**config.mk**
```make
export PLATFORM = sky130hd
export DESIGN_NAME = pi_controller_antiwindup
export DESIGN_NICKNAME = d
export VERILOG_FILES = /design/src/hdl/pica_pkg.sv /design/src/hdl/pica_mul.sv /design/src/hdl/pi_controller_antiwindup.sv
export VERILOG_INCLUDE_DIRS = /design/src /design/src/hdl
export SDC_FILE = /design/constraint.sdc
export NUM_CORES = 2
export LEC_CHECK = 0
export BUFFER_PORTS_ARGS = -buffer_cell sky130_fd_sc_hd__buf_2
export CORE_MARGIN = 2
export CORE_UTILIZATION = 35
export DETAILED_ROUTE_END_ITERATION = 10
export GPL_TIMING_DRIVEN = 0
export PLACE_DENSITY = 0.62
export RECOVER_POWER = 50
export SLEW_MARGIN = 10
export SYNTH_ARGS = -nofsm -noshare
export SYNTH_HDL_FRONTEND = slang
export SYNTH_SLANG_ARGS = --single-unit
```
**constraint.sdc**
```tcl
create_clock -name i_clk -period 19.7 [get_ports i_clk]
set_clock_uncertainty 0.05 [all_clocks]
set_input_delay 0.985 -clock i_clk [delete_from_list [all_inputs] [get_ports i_clk]]
set_output_delay 0.985 -clock i_clk [all_outputs]
set_load 0.01 [all_outputs]
```
**src/hdl/pi_controller_antiwindup_assert.svh**
```systemverilog
// ----------------------------------------------------------------------------
// pi controller assertion macros
// shared concurrent check forms for the pi controller rtl
// ----------------------------------------------------------------------------
`ifndef PI_CONTROLLER_ANTIWINDUP_ASSERT_SVH
`define PI_CONTROLLER_ANTIWINDUP_ASSERT_SVH

// same-cycle implication, disabled while in reset
`define PICA_ASSERT_SAME(label, clk, rst_n, ante, cons) \
    label: assert property (@(posedge clk) disable iff (!(rst_n)) (ante) |-> (cons)) \
        else $error("pica: same-cycle check failed");

// next-cycle implication, disabled while in reset
`define PICA_ASSERT_NEXT(label, clk, rst_n, ante, cons) \
    label: assert property (@(posedge clk) disable iff (!(rst_n)) (ante) |=> (cons)) \
        else $error("pica: next-cycle check failed");

`endif

```
**src/hdl/pica_pkg.sv**
```systemverilog
// ----------------------------------------------------------------------------
// pi controller package
// shared constants, register and mode codes, multiplier request type
// ----------------------------------------------------------------------------
package pica_pkg;

    localparam int SIGNAL_WIDTH_DEF = 16;
    localparam int GAIN_W           = 16;   // unsigned q8.8 gains and step time
    localparam int GAIN_FRAC        = 8;
    localparam int MODE_W           = 2;
    localparam int INTEG_W          = 24;   // q12.12 integral
    localparam int ONE_FIXED        = 4096; // 1.0 in q4.12
    localparam int CFG_IDX_W        = 3;

    // register indexes
    localparam logic [CFG_IDX_W-1:0] REG_PROP_GAIN   = 3'd0;
    localparam logic [CFG_IDX_W-1:0] REG_INTEG_GAIN  = 3'd1;
    localparam logic [CFG_IDX_W-1:0] REG_STEP_TIME   = 3'd2;
    localparam logic [CFG_IDX_W-1:0] REG_ACT_MODE    = 3'd3;
    localparam logic [CFG_IDX_W-1:0] REG_BIAS_OFFSET = 3'd4;

    // register reset values
    localparam logic [GAIN_W-1:0] PROP_GAIN_RST  = 16'd256;
    localparam logic [GAIN_W-1:0] INTEG_GAIN_RST = 16'd0;
    localparam logic [GAIN_W-1:0] STEP_TIME_RST  = 16'd256;

    // action modes, code three behaves as override
    localparam logic [MODE_W-1:0] MODE_OVERRIDE = 2'd0;
    localparam logic [MODE_W-1:0] MODE_FORWARD  = 2'd1;
    localparam logic [MODE_W-1:0] MODE_REVERSE  = 2'd2;

    // request to the shared multiplier
    typedef struct packed {
        logic              en;
        logic [GAIN_W-1:0] gain;
    } t_mul_req;

endpackage

```
**src/hdl/pica_mul.sv**
```systemverilog
// ----------------------------------------------------------------------------
// pica shared multiplier
// unsigned gain times signed operand, registered, then rounded by 2^-8
// ----------------------------------------------------------------------------
module pica_mul #(
    parameter  int BW = 25,
    localparam int PW = pica_pkg::GAIN_W + 1 + BW,
    localparam int RW = PW - pica_pkg::GAIN_FRAC
) (
    input  logic                      i_clk,
    input  pica_pkg::t_mul_req        i_req,
    input  logic signed [BW-1:0]      i_opb,
    output logic signed [RW-1:0]      o_rnd
);
    import pica_pkg::*;

    logic signed [PW-1:0] r_prod;
    logic signed [PW-1:0] w_biased;

    always_ff @(posedge i_clk) begin
        if (i_req.en) begin
            r_prod <= $signed({1'b0, i_req.gain}) * i_opb;
        end
    end

    // add half an lsb, then floor: round to nearest, ties up
    assign w_biased = r_prod
                    + {{(PW - GAIN_FRAC){1'b0}}, 1'b1, {(GAIN_FRAC - 1){1'b0}}};
    assign o_rnd    = RW'(w_biased >>> GAIN_FRAC);

endmodule

```
**src/hdl/pi_controller_antiwindup.sv**
```systemverilog
// ----------------------------------------------------------------------------
// pi controller with back-calculation anti-windup
// sequenced fixed-point pi loop around one shared gain multiplier
// ----------------------------------------------------------------------------
//
// channel   dir  handshake                    contents (lowest bits first)
// s_axis    in   s_axis_tvalid/s_axis_tready  tdata: setpoint, measured
// m_axis    out  m_axis_tvalid/m_axis_tready  tdata: drive, integral_out;
//                                             tuser: clamped
// cfg       in   i_cfg_we                     i_cfg_idx selects, i_cfg_data
//
// closed loop: after the accept the sequencer steps through S_MP, S_MI, S_MT0,
//   S_MT, S_INC, S_INT, S_SUM and S_LIM; the one multiplier is used three
//   times (proportional, integral gain, step time), each product registered
//   and rounded before the next use; override (act_mode 0 or 3): from the
//   accept straight to S_LIM, which registers the result
// reset: synchronous active low, clears the integral and loads register defaults
// a result stalled on m_axis holds the sequencer in its final step; a new
//   transaction is taken as soon as the sequencer is back to idle
//
module pi_controller_antiwindup #(
    parameter  int SIGNAL_WIDTH = pica_pkg::SIGNAL_WIDTH_DEF,
    localparam int IN_TW  = ((2 * SIGNAL_WIDTH + 7) / 8) * 8,
    localparam int OUT_TW = ((SIGNAL_WIDTH + pica_pkg::INTEG_W + 7) / 8) * 8,
    localparam int CFG_W  = (SIGNAL_WIDTH > pica_pkg::GAIN_W)
                          ? SIGNAL_WIDTH : pica_pkg::GAIN_W
) (
    input  logic                              i_clk,
    input  logic                              i_rst_n,
    // input transactions
    input  logic                              s_axis_tvalid,
    output logic                              s_axis_tready,
    input  logic [IN_TW-1:0]                  s_axis_tdata,  // setpoint, measured
    // result transactions
    output logic                              m_axis_tvalid,
    input  logic                              m_axis_tready,
    output logic [OUT_TW-1:0]                 m_axis_tdata,  // drive, integral_out
    output logic [0:0]                        m_axis_tuser,  // clamped
    // register writes
    input  logic                              i_cfg_we,
    input  logic [pica_pkg::CFG_IDX_W-1:0]    i_cfg_idx,
    input  logic [CFG_W-1:0]                  i_cfg_data
);
    import pica_pkg::*;

    `include "pi_controller_antiwindup_assert.svh"

    // datapath widths
    localparam int W   = SIGNAL_WIDTH;
    localparam int EW  = W + 1;              // error
    localparam int BW  = W + 9;              // multiplier signed operand
    localparam int RW  = GAIN_W + 1 + BW - GAIN_FRAC; // rounded product
    localparam int XW  = RW + 1;             // integral plus increment
    localparam int SW  = RW + 2;             // proportional + integral + bias
    localparam int BCW = SW + 2;             // back-calculated integral

    localparam logic signed [XW-1:0]  X_MAX    = XW'(2 ** (INTEG_W - 1) - 1);
    localparam logic signed [XW-1:0]  X_MIN    = XW'(-(2 ** (INTEG_W - 1)));
    localparam logic signed [BCW-1:0] B_MAX    = BCW'(2 ** (INTEG_W - 1) - 1);
    localparam logic signed [BCW-1:0] B_MIN    = BCW'(-(2 ** (INTEG_W - 1)));
    localparam logic signed [SW-1:0]  LIM_POS  = SW'(ONE_FIXED);
    localparam logic signed [SW-1:0]  LIM_NEG  = SW'(-ONE_FIXED);
    localparam logic [W-1:0]          DRV_POS  = W'(ONE_FIXED);
    localparam logic [W-1:0]          DRV_NEG  = W'(-ONE_FIXED);

    // sequencer steps
    localparam logic [3:0] S_IDLE = 4'd0;  // wait for a transaction
    localparam logic [3:0] S_MP   = 4'd1;  // prop_gain * error
    localparam logic [3:0] S_MI   = 4'd2;  // integ_gain * error, take proportional
    localparam logic [3:0] S_MT0  = 4'd3;  // take rounded integral gain product
    localparam logic [3:0] S_MT   = 4'd4;  // times step_time
    localparam logic [3:0] S_INC  = 4'd5;  // take rounded increment
    localparam logic [3:0] S_INT  = 4'd6;  // integral + increment, saturate
    localparam logic [3:0] S_SUM  = 4'd7;  // proportional + integral + bias
    localparam logic [3:0] S_LIM  = 4'd8;  // limit, back-calculate, emit

    // configuration registers
    logic [GAIN_W-1:0]    r_prop_gain;
    logic [GAIN_W-1:0]    r_integ_gain;
    logic [GAIN_W-1:0]    r_step_time;
    logic [MODE_W-1:0]    r_act_mode;
    logic signed [W-1:0]  r_bias;

    // sequencer and state
    logic [3:0]              r_state, n_state;
    logic signed [INTEG_W-1:0] r_acc;
    logic                    r_ovr;

    // working registers
    logic signed [EW-1:0]      r_err;
    logic signed [RW-1:0]      r_prop;
    logic signed [RW-1:0]      r_inc;
    logic signed [INTEG_W-1:0] r_integ;
    logic signed [SW-1:0]      r_sum;

    // result register
    logic                      r_out_valid;
    logic [W-1:0]              r_drive;
    logic [INTEG_W-1:0]        r_integ_out;
    logic                      r_clamp;

    // combinational
    logic                      w_in_take;
    logic                      w_out_free;
    logic                      w_closed;
    logic signed [W-1:0]       w_setpoint;
    logic signed [W-1:0]       w_measured;
    logic signed [EW-1:0]      w_err;
    t_mul_req                  w_mul_req;
    logic signed [BW-1:0]      w_mul_b;
    logic signed [RW-1:0]      w_rnd;
    logic signed [XW-1:0]      w_int_sum;
    logic signed [INTEG_W-1:0] w_int_sat;
    logic                      w_hi;
    logic                      w_lo;
    logic signed [BCW-1:0]     w_bc;
    logic signed [INTEG_W-1:0] w_bc_sat;
    logic [W-1:0]              w_drive;
    logic signed [INTEG_W-1:0] w_integ_new;
    logic                      w_clamp;

    // ------------------------------------------------------------------
    // handshakes
    // ------------------------------------------------------------------
    assign s_axis_tready = (r_state == S_IDLE);
    assign w_in_take     = s_axis_tvalid && s_axis_tready;
    assign w_out_free    = !r_out_valid || m_axis_tready;

    assign m_axis_tvalid = r_out_valid;
    assign m_axis_tdata  = OUT_TW'({r_integ_out, r_drive});
    assign m_axis_tuser  = r_clamp;

    // ------------------------------------------------------------------
    // register writes
    // ------------------------------------------------------------------
    always_ff @(posedge i_clk) begin
        if (!i_rst_n) begin
            r_prop_gain  <= PROP_GAIN_RST;
            r_integ_gain <= INTEG_GAIN_RST;
            r_step_time  <= STEP_TIME_RST;
            r_act_mode   <= MODE_OVERRIDE;
            r_bias       <= '0;
        end else if (i_cfg_we) begin
            unique case (i_cfg_idx)
                REG_PROP_GAIN:   r_prop_gain  <= i_cfg_data[GAIN_W-1:0];
                REG_INTEG_GAIN:  r_integ_gain <= i_cfg_data[GAIN_W-1:0];
                REG_STEP_TIME:   r_step_time  <= i_cfg_data[GAIN_W-1:0];
                REG_ACT_MODE:    r_act_mode   <= i_cfg_data[MODE_W-1:0];
                REG_BIAS_OFFSET: r_bias       <= $signed(i_cfg_data[W-1:0]);
                default: ;
            endcase
        end
    end

    // ------------------------------------------------------------------
    // error at accept time, negated for reverse acting
    // ------------------------------------------------------------------
    assign w_setpoint = $signed(s_axis_tdata[W-1:0]);
    assign w_measured = $signed(s_axis_tdata[2*W-1:W]);
    assign w_err      = EW'(w_setpoint) - EW'(w_measured);
    assign w_closed   = (r_act_mode == MODE_FORWARD) || (r_act_mode == MODE_REVERSE);

    // ------------------------------------------------------------------
    // shared multiplier: operand selection per step
    // ------------------------------------------------------------------
    always_comb begin
        w_mul_req.en   = 1'b0;
        w_mul_req.gain = r_prop_gain;
        w_mul_b        = BW'(r_err);
        unique case (r_state)
            S_MP: begin
                w_mul_req.en   = 1'b1;
                w_mul_req.gain = r_prop_gain;
            end
            S_MI: begin
                w_mul_req.en   = 1'b1;
                w_mul_req.gain = r_integ_gain;
            end
            S_MT: begin
                w_mul_req.en   = 1'b1;
                w_mul_req.gain = r_step_time;
                // rounded integral gain product always fits the operand width
                w_mul_b        = r_inc[BW-1:0];
            end
            default: ;
        endcase
    end

    pica_mul #(
        .BW     (BW)
    ) u_mul (
        .i_clk  (i_clk),
        .i_req  (w_mul_req),
        .i_opb  (w_mul_b),
        .o_rnd  (w_rnd)
    );

    // ------------------------------------------------------------------
    // integral update and limiter
    // ------------------------------------------------------------------
    assign w_int_sum = XW'(r_acc) + XW'(r_inc);

    always_comb begin
        if (w_int_sum > X_MAX) begin
            w_int_sat = INTEG_W'(X_MAX);
        end else if (w_int_sum < X_MIN) begin
            w_int_sat = INTEG_W'(X_MIN);
        end else begin
            w_int_sat = INTEG_W'(w_int_sum);
        end
    end

    assign w_hi = (r_sum > LIM_POS);
    assign w_lo = (r_sum < LIM_NEG);

    // excess beyond the positive or negative limit comes back off the integral
    assign w_bc = BCW'(r_integ) - (BCW'(r_sum) - (w_hi ? BCW'(LIM_POS) : BCW'(LIM_NEG)));

    always_comb begin
        if (w_bc > B_MAX) begin
            w_bc_sat = INTEG_W'(B_MAX);
        end else if (w_bc < B_MIN) begin
            w_bc_sat = INTEG_W'(B_MIN);
        end else begin
            w_bc_sat = INTEG_W'(w_bc);
        end
    end

    always_comb begin
        if (r_ovr) begin
            // open loop: bias straight through, integral cleared
            w_drive     = r_bias;
            w_integ_new = '0;
            w_clamp     = 1'b0;
        end else if (w_hi) begin
            w_drive     = DRV_POS;
            w_integ_new = w_bc_sat;
            w_clamp     = 1'b1;
        end else if (w_lo) begin
            w_drive     = DRV_NEG;
            w_integ_new = w_bc_sat;
            w_clamp     = 1'b1;
        end else begin
            w_drive     = r_sum[W-1:0];
            w_integ_new = r_integ;
            w_clamp     = 1'b0;
        end
    end

    // ------------------------------------------------------------------
    // sequencer
    // ------------------------------------------------------------------
    always_comb begin
        n_state = r_state;
        unique case (r_state)
            S_IDLE: begin
                if (w_in_take) begin
                    n_state = w_closed ? S_MP : S_LIM;
                end
            end
            S_MP:  n_state = S_MI;
            S_MI:  n_state = S_MT0;
            S_MT0: n_state = S_MT;
            S_MT:  n_state = S_INC;
            S_INC: n_state = S_INT;
            S_INT: n_state = S_SUM;
            S_SUM: n_state = S_LIM;
            S_LIM: begin
                if (w_out_free) begin
                    n_state = S_IDLE;
                end
            end
            default: n_state = S_IDLE;
        endcase
    end

    // control state
    always_ff @(posedge i_clk) begin
        if (!i_rst_n) begin
            r_state     <= S_IDLE;
            r_acc       <= '0;
            r_out_valid <= 1'b0;
        end else begin
            r_state <= n_state;
            if (r_state == S_LIM && w_out_free) begin
                r_out_valid <= 1'b1;
                r_acc       <= w_integ_new;
            end else if (m_axis_tready) begin
                r_out_valid <= 1'b0;
            end
        end
    end

    // working and result payload
    always_ff @(posedge i_clk) begin
        case (r_state)
            S_IDLE: begin
                if (w_in_take) begin
                    r_err <= (r_act_mode == MODE_REVERSE) ? -w_err : w_err;
                    r_ovr <= !w_closed;
                end
            end
            S_MI:  r_prop  <= w_rnd;
            S_MT0: r_inc   <= w_rnd;
            S_INC: r_inc   <= w_rnd;
            S_INT: r_integ <= w_int_sat;
            S_SUM: r_sum   <= SW'(r_prop) + SW'(r_integ) + SW'(r_bias);
            S_LIM: begin
                if (w_out_free) begin
                    r_drive     <= w_drive;
                    r_integ_out <= w_integ_new;
                    r_clamp     <= w_clamp;
                end
            end
            default: ;
        endcase
    end

    // ------------------------------------------------------------------
    // checks
    // ------------------------------------------------------------------
    `PICA_ASSERT_SAME(a_clamp_at_limit, i_clk, i_rst_n, r_out_valid && r_clamp,
                      r_drive == DRV_POS || r_drive == DRV_NEG)
    `PICA_ASSERT_NEXT(a_take_leaves_idle, i_clk, i_rst_n, w_in_take, r_state != S_IDLE)
    `PICA_ASSERT_NEXT(a_override_clears, i_clk, i_rst_n,
                      r_state == S_LIM && r_ovr && w_out_free,
                      r_acc == '0 && !r_clamp && r_out_valid)

endmodule

```
# Word-level counts from Yosys, hierarchy flattened
# Cells that the tools add are included.
[word_totals]
reg_bits = 324
in_bits = 56
output_inout_bits = 43
wordCells = 88
[op_classes]
addsub = 8
n_mul = 1
n_lt_le_gt_ge = 6
n_eq_ne = 16
mux = 21
reduce_logical = 18
[op_table]
columns = ["op", "count"]
rows = [
  ["24-bit two-way mux", 6],
  ["17-bit one-hot mux with 3 select lines", 1],
  ["16-bit two-way mux", 3],
  ["42-bit by 8-bit adder with 42-bit output, second input constant", 1],
  ["17-bit by 25-bit multiplier with 42-bit output", 1],
  ["38-bit by 24-bit greater-than comparator with 1-bit output, second input constant", 1],
  ["38-bit by 24-bit less-than comparator with 1-bit output, second input constant", 1],
  ["38-bit two-way mux", 1],
  ["24-bit by 38-bit subtractor with 38-bit output", 1],
  ["36-bit by 38-bit subtractor with 38-bit output", 1],
  ["35-bit by 16-bit adder with 36-bit output", 1],
  ["36-bit by 14-bit greater-than comparator with 1-bit output, second input constant", 1],
  ["36-bit by 13-bit less-than comparator with 1-bit output, second input constant", 1],
  ["4-bit one-hot mux with 9 select lines", 1],
  ["24-bit by 34-bit adder with 35-bit output", 1],
  ["34-bit by 24-bit adder with 35-bit output", 1],
  ["35-bit by 24-bit greater-than comparator with 1-bit output, second input constant", 1],
  ["35-bit by 24-bit less-than comparator with 1-bit output, second input constant", 1],
  ["25-bit two-way mux", 1],
  ["17-bit two-way mux", 1],
  ["17-bit negator", 1],
  ["16-bit by 16-bit subtractor with 17-bit output", 1],
  ["4-bit by 3-bit == test with 1-bit output, second input constant", 4],
  ["2-bit AND reduction", 8],
  ["other kinds (19)", 29],
]

# Longest topological paths before layout
[logic_depth]
ltp_word = 10
depth_mapped = 33
mapped_depth_nobuf = 31

# By module
# From an unflattened synthesis, not the netlist that was laid out.
[unflattened]
hier_cells = 3848
area_unflattened_um2 = 35715.5
[modules_own_cells]
columns = ["mod", "instances", "cells_per_inst", "area_each_um2", "seq_area_each_um2"]
rows = [
  ["pi_controller_antiwindup", 1, 2109, 19805.2, 7517.2],
  ["pica_mul", 1, 1739, 15910.3, 1051.0],
]

# Least setup slack after synthesis
# OpenSTA, ideal clock, no wires.
[synth_path]
path_type = "reg2reg"
start = "reg r_state[1]"
end = "reg u_mul.r_prod[33] (data pin)"
setup_time_ns = 0.255
arrival_ns = 8.519
required_ns = 19.395
setup_slack_ns = 10.877
path_stages_with_launch = 31
n_path_buf = 3
synth_period_minus_slack_ns = 8.823
cell_sequence = "dfxtp_1 > clkbuf_1 > nand2_1 > nor3_1 > clkbuf_1 > a22oi_1 > nand2_1 > clkbuf_1 > nand2_1 > fa_1 > inv_1 > fa_1 > inv_1 > fa_1 > inv_1 > fa_1 > fa_1 > inv_1 > fa_1 > inv_1 > ha_1 > nand4_1 > nor2_1 > a21oi_1 > and3_1 > nand2_1 > a211oi_1 > o21ai_0 > a21o_1 > a211o_1 > and2_1"
[synth_via]
elab_chain_cells = 3
word_cells_on_any_way = 6
classes_between = "mul (1); eq/ne (3); mux (2)"
[synth_lines]
columns = ["item", "line_no", "source"]
rows = [
  ["start: declaration", "pi_controller_antiwindup.sv:85", "logic [3:0] r_state, n_state;"],
  ["start signal: assignment", "pi_controller_antiwindup.sv:284", "r_state <= n_state;"],
  ["4-bit by 3-bit == test with 1-bit output (tied with other cells)", "pi_controller_antiwindup.sv:170", "unique case (r_state)"],
  ["17-bit one-hot mux with 3 select lines / 25-bit two-way mux (equally long branches)", "pi_controller_antiwindup.sv:170", ""],
  ["17-bit by 25-bit multiplier with 42-bit output (*)", "pica_mul.sv:22", "r_prod <= $signed({1'b0, i_req.gain}) * i_opb;"],
  ["end signal: assignment", "pica_mul.sv:22", ""],
  ["end: declaration", "pica_mul.sv:17", "logic signed [PW-1:0] r_prod;"],
]
# Mark *: on every way between the ends. The rest lies on a longest branch, timed or not.
# A chain may end at the register's enable or synchronous reset.

# Worst setup path in the final report
[layout_path]
start = "reg r_state[3]"
end = "reg u_mul.r_prod[33] (data pin)"
# The elaborated chain is that of the path after synthesis.

==> metrics.yaml <==
sta:
  hold_viol_final: 0
  tns_ns: 0
  slew_headroom: -0.452
  grt_setup_unrepaired: "false"
  period_share: 0.557
  fmax_mhz: 91.2
  period_needed_ns: 10.96
  slew_viol_final: 71
  setup_violations: 0
  worstMarginPinSlew_ns: 2.18
outcome:
  status: "finished with violations"
  violations: "capacitance limit, slew limit"
floorplan:
  core_mm2: 0.0983
  rows: 115
  die_area_mm2: 0.102
  die_w_um: 319
  io_pins: 99
  die_h_um: 319
  initial_utilization: 0.353
synthesis:
  async_reset_ff_frac: 0
  netlist.area_leader.share: 0.260
  ys_ff_latch: 317
  synth_top_area_cell: "fa_1"
  yosysWarnings: 0
  synth_edf_count: 222
  syn-num-nets: 4476
  synth_area_per_cell_um2: 9.28
  syn_area_mm2: 0.0346
  syn_inst: 3733
  synth_cell_type_count: 84
  synth_flop_cell: "edfxtp_1"
  ys_seq_area_frac: 0.247
  synthTopCellsByArea: "fa_1, edfxtp_1, ha_1"
route:
  via_per_inst: 5.09
  wl_um: 96400
  wl_per_cell_um: 18.5
  drc: 0
  drtIter0Drc: 1970
  vias: 26466
  ant_nets: 0
  firstDrtPassIters: 7
grt:
  overflow: 0
  grt_pass1_wl_um: 153000
  grt.total_usage: 0.192
  antenna_found_initial: 3
  grt_max_degree: 39
  grt_pass1_vias: 27374
clock_tree:
  ctsHoldBuffers: 0
  clkSinkCount: 317
  cts-root-buf: "clkbuf_16"
  cts_tree: "built"
  cts.repair.resized: 0
  clk_pin_slew_ns: 0.06
  cts_buffers: 38
  htreeDepth: 2
  cts_max_path_buffers: 3
  clk_latency_ns: 0.58
  cts_setup_buffers: 0
cells_and_area:
  layout.cells.non_filler: 5198
  multi_input_area_mm2: 0.0232
  seq_area_mm2: 0.00857
  drive_gt1_frac: 0.0558
  design_area_mm2: 0.0381
  fillers: 9872
  syn2layout_area_growth_pct: 9.83
  fin_nets: 4623
critical_path:
  cpPeakStageDelay_ns: 0.85
  end_kind: "flip-flop"
  cp_slowest_cell: "nor3_1"
  start_kind: "flip-flop"
  crit_required_ns: 19.94
  critPathMaxFanout: 10
  crit_buf_inv: 8
  crit_top_cell: "fa_1"
  crit_type: "reg -> reg"
  cp_data_arrival_time_ns: 11.21
  path_delay_family: "adder cells"
  reg2reg_setup_slack_ns: 8.74
power_and_ir_drop:
  p_sw_uw: 707
  p_comb_frac: 0.298
  p_total_mw: 2.10
  internal-power_mw: 1.40
  power_density_mw_per_mm2: 55.3
  p_seq_frac: 0.363
  peakVddDrop_mv: 0.0503
  power.leakage_nw: 16.7
  clkPwrFrac: 0.339
  switching_share: 0.336
placement:
  port_buffers: 97
  dp.final_hpwl_um: 80300
  placed_cell_area_mm2: 0.0369
  gp_congestion: 0.927
  dp.cells: 5127
run:
  max-cap-violations: 2
min_path:
  hold_class: "reg -> reg"
-- power by group through the flow --
stage	registers (mW)	clock network [mW]	logic [mW]
finish	0.764	0.712	0.627
global route	0.766	0.752	0.708
global placement	0.778	0	0.617
detailed placement	0.777	0	0.624
CTS	0.763	0.728	0.630
floorplan	0.776	0	0.426
-- metrics by stage --
step / worst slack [ns] / utilization / hold slack, ns
finish: 8.74 / 0.387 / 0.412
global route: 8.32 / 0.387 / 0.428
CTS: 8.66 / 0.389 / 0.415
detailed placement: 8.77 / 0.376 / 0.407
global placement: 7.74 / 0.374 / 0.400
floorplan: 10.88 / - / 0.382
-- kinds of logic after synthesis --
logic type      share of synthesized area
compound gates                      0.122
simple gates                        0.143
fa+ha+maj                           0.346
buf+inv                            0.0831
xor+xnor                           0.0475
mux                                0.0118
flops                               0.247
-- worst paths after layout --
check	startpoint	endpoint	depth (start not counted)
hold / removal	r_integ_gain[13]	r_integ_gain[13]	2
setup reg to reg	r_state[3]	u_mul.r_prod[33]	30
setup / recovery	r_state[3]	u_mul.r_prod[33]	30
hold reg to reg	r_integ_gain[13]	r_integ_gain[13]	2
-- registers in the layout (all words and copies together), names as in the netlist, 2 cells and up --
signal / flops
r_integ_gain: 16
r_prop: 34
r_prop_gain: 16
r_step_time: 16
u_mul.r_prod: 35
r_sum: 36
r_state: 4
r_inc: 34
r_drive: 16
r_err: 17
r_integ_out: 24
r_bias: 16
r_integ: 24
r_acc: 24
r_act_mode: 2
-- area by class of cell --
type	count	area share
multi-input cells	2671	0.610
flip-flops and latches	317	0.225
inverters	615	0.0607
well taps	1287	0.0423
clock buffers	59	0.0292
plain buffers	130	0.0150
repair buffers	107	0.0133
clock inverters	11	0.00401
diodes	1	0.0000658
-- synth_stat cells (24+ instances only) --
| master | instances |
|---|---|
| xnor2_1 | 135 |
| nor2_1 | 270 |
| nand2b_1 | 24 |
| edfxtp_1 | 222 |
| and2_1 | 25 |
| fa_1 | 450 |
| dfxtp_1 | 95 |
| a21oi_1 | 154 |
| nand4_1 | 33 |
| inv_1 | 615 |
| a21o_1 | 78 |
| nor3_1 | 27 |
| nand3_1 | 52 |
| xor2_1 | 53 |
| a21boi_0 | 71 |
| clkbuf_1 | 101 |
| o21ai_0 | 79 |
| a31oi_1 | 34 |
| ha_1 | 237 |
| nand2_1 | 573 |
-- metal layers --
layer  GRT usage  wire (um)  vias up  part of all wire
met4      0.0651       3520        2             0.037
met3      0.0274       6180      184             0.064
li1            -          -    12473                 -
met5           0         18        -           0.00019
met1       0.257      41900    12995              0.43
met2       0.319      44800      812              0.46
-- placed cells by master, fill, tap and decap left out, types with 24 or more instances in the layout --
cell type	netlist	routed
a21boi_0	71	71
a21o_1	78	78
a21oi_1	154	154
a31oi_1	34	34
buf_2	13	66
clkbuf_1	101	167
clkbuf_16	0	40
dfxtp_1	95	94
edfxtp_1	222	222
fa_1	450	450
ha_1	237	237
inv_1	615	615
nand2_1	573	573
nand2b_1	24	24
nand3_1	52	52
nand4_1	33	33
nor2_1	270	269
nor3_1	27	26
o21ai_0	79	79
xnor2_1	135	135
xor2_1	53	53
-- worst reg2reg max path: cells and delay by family (launching register included) --
family	cells	cell delay, ns
adder cells (fa/ha/maj)	7	3.47
buffers and inverters	8	2.96
AND/OR/NAND/NOR	10	2.57
AO/OA/AOI/OAI	5	1.36
flip-flops	1	0.30
No activity file was read; power rests on OpenSTA's default activity.
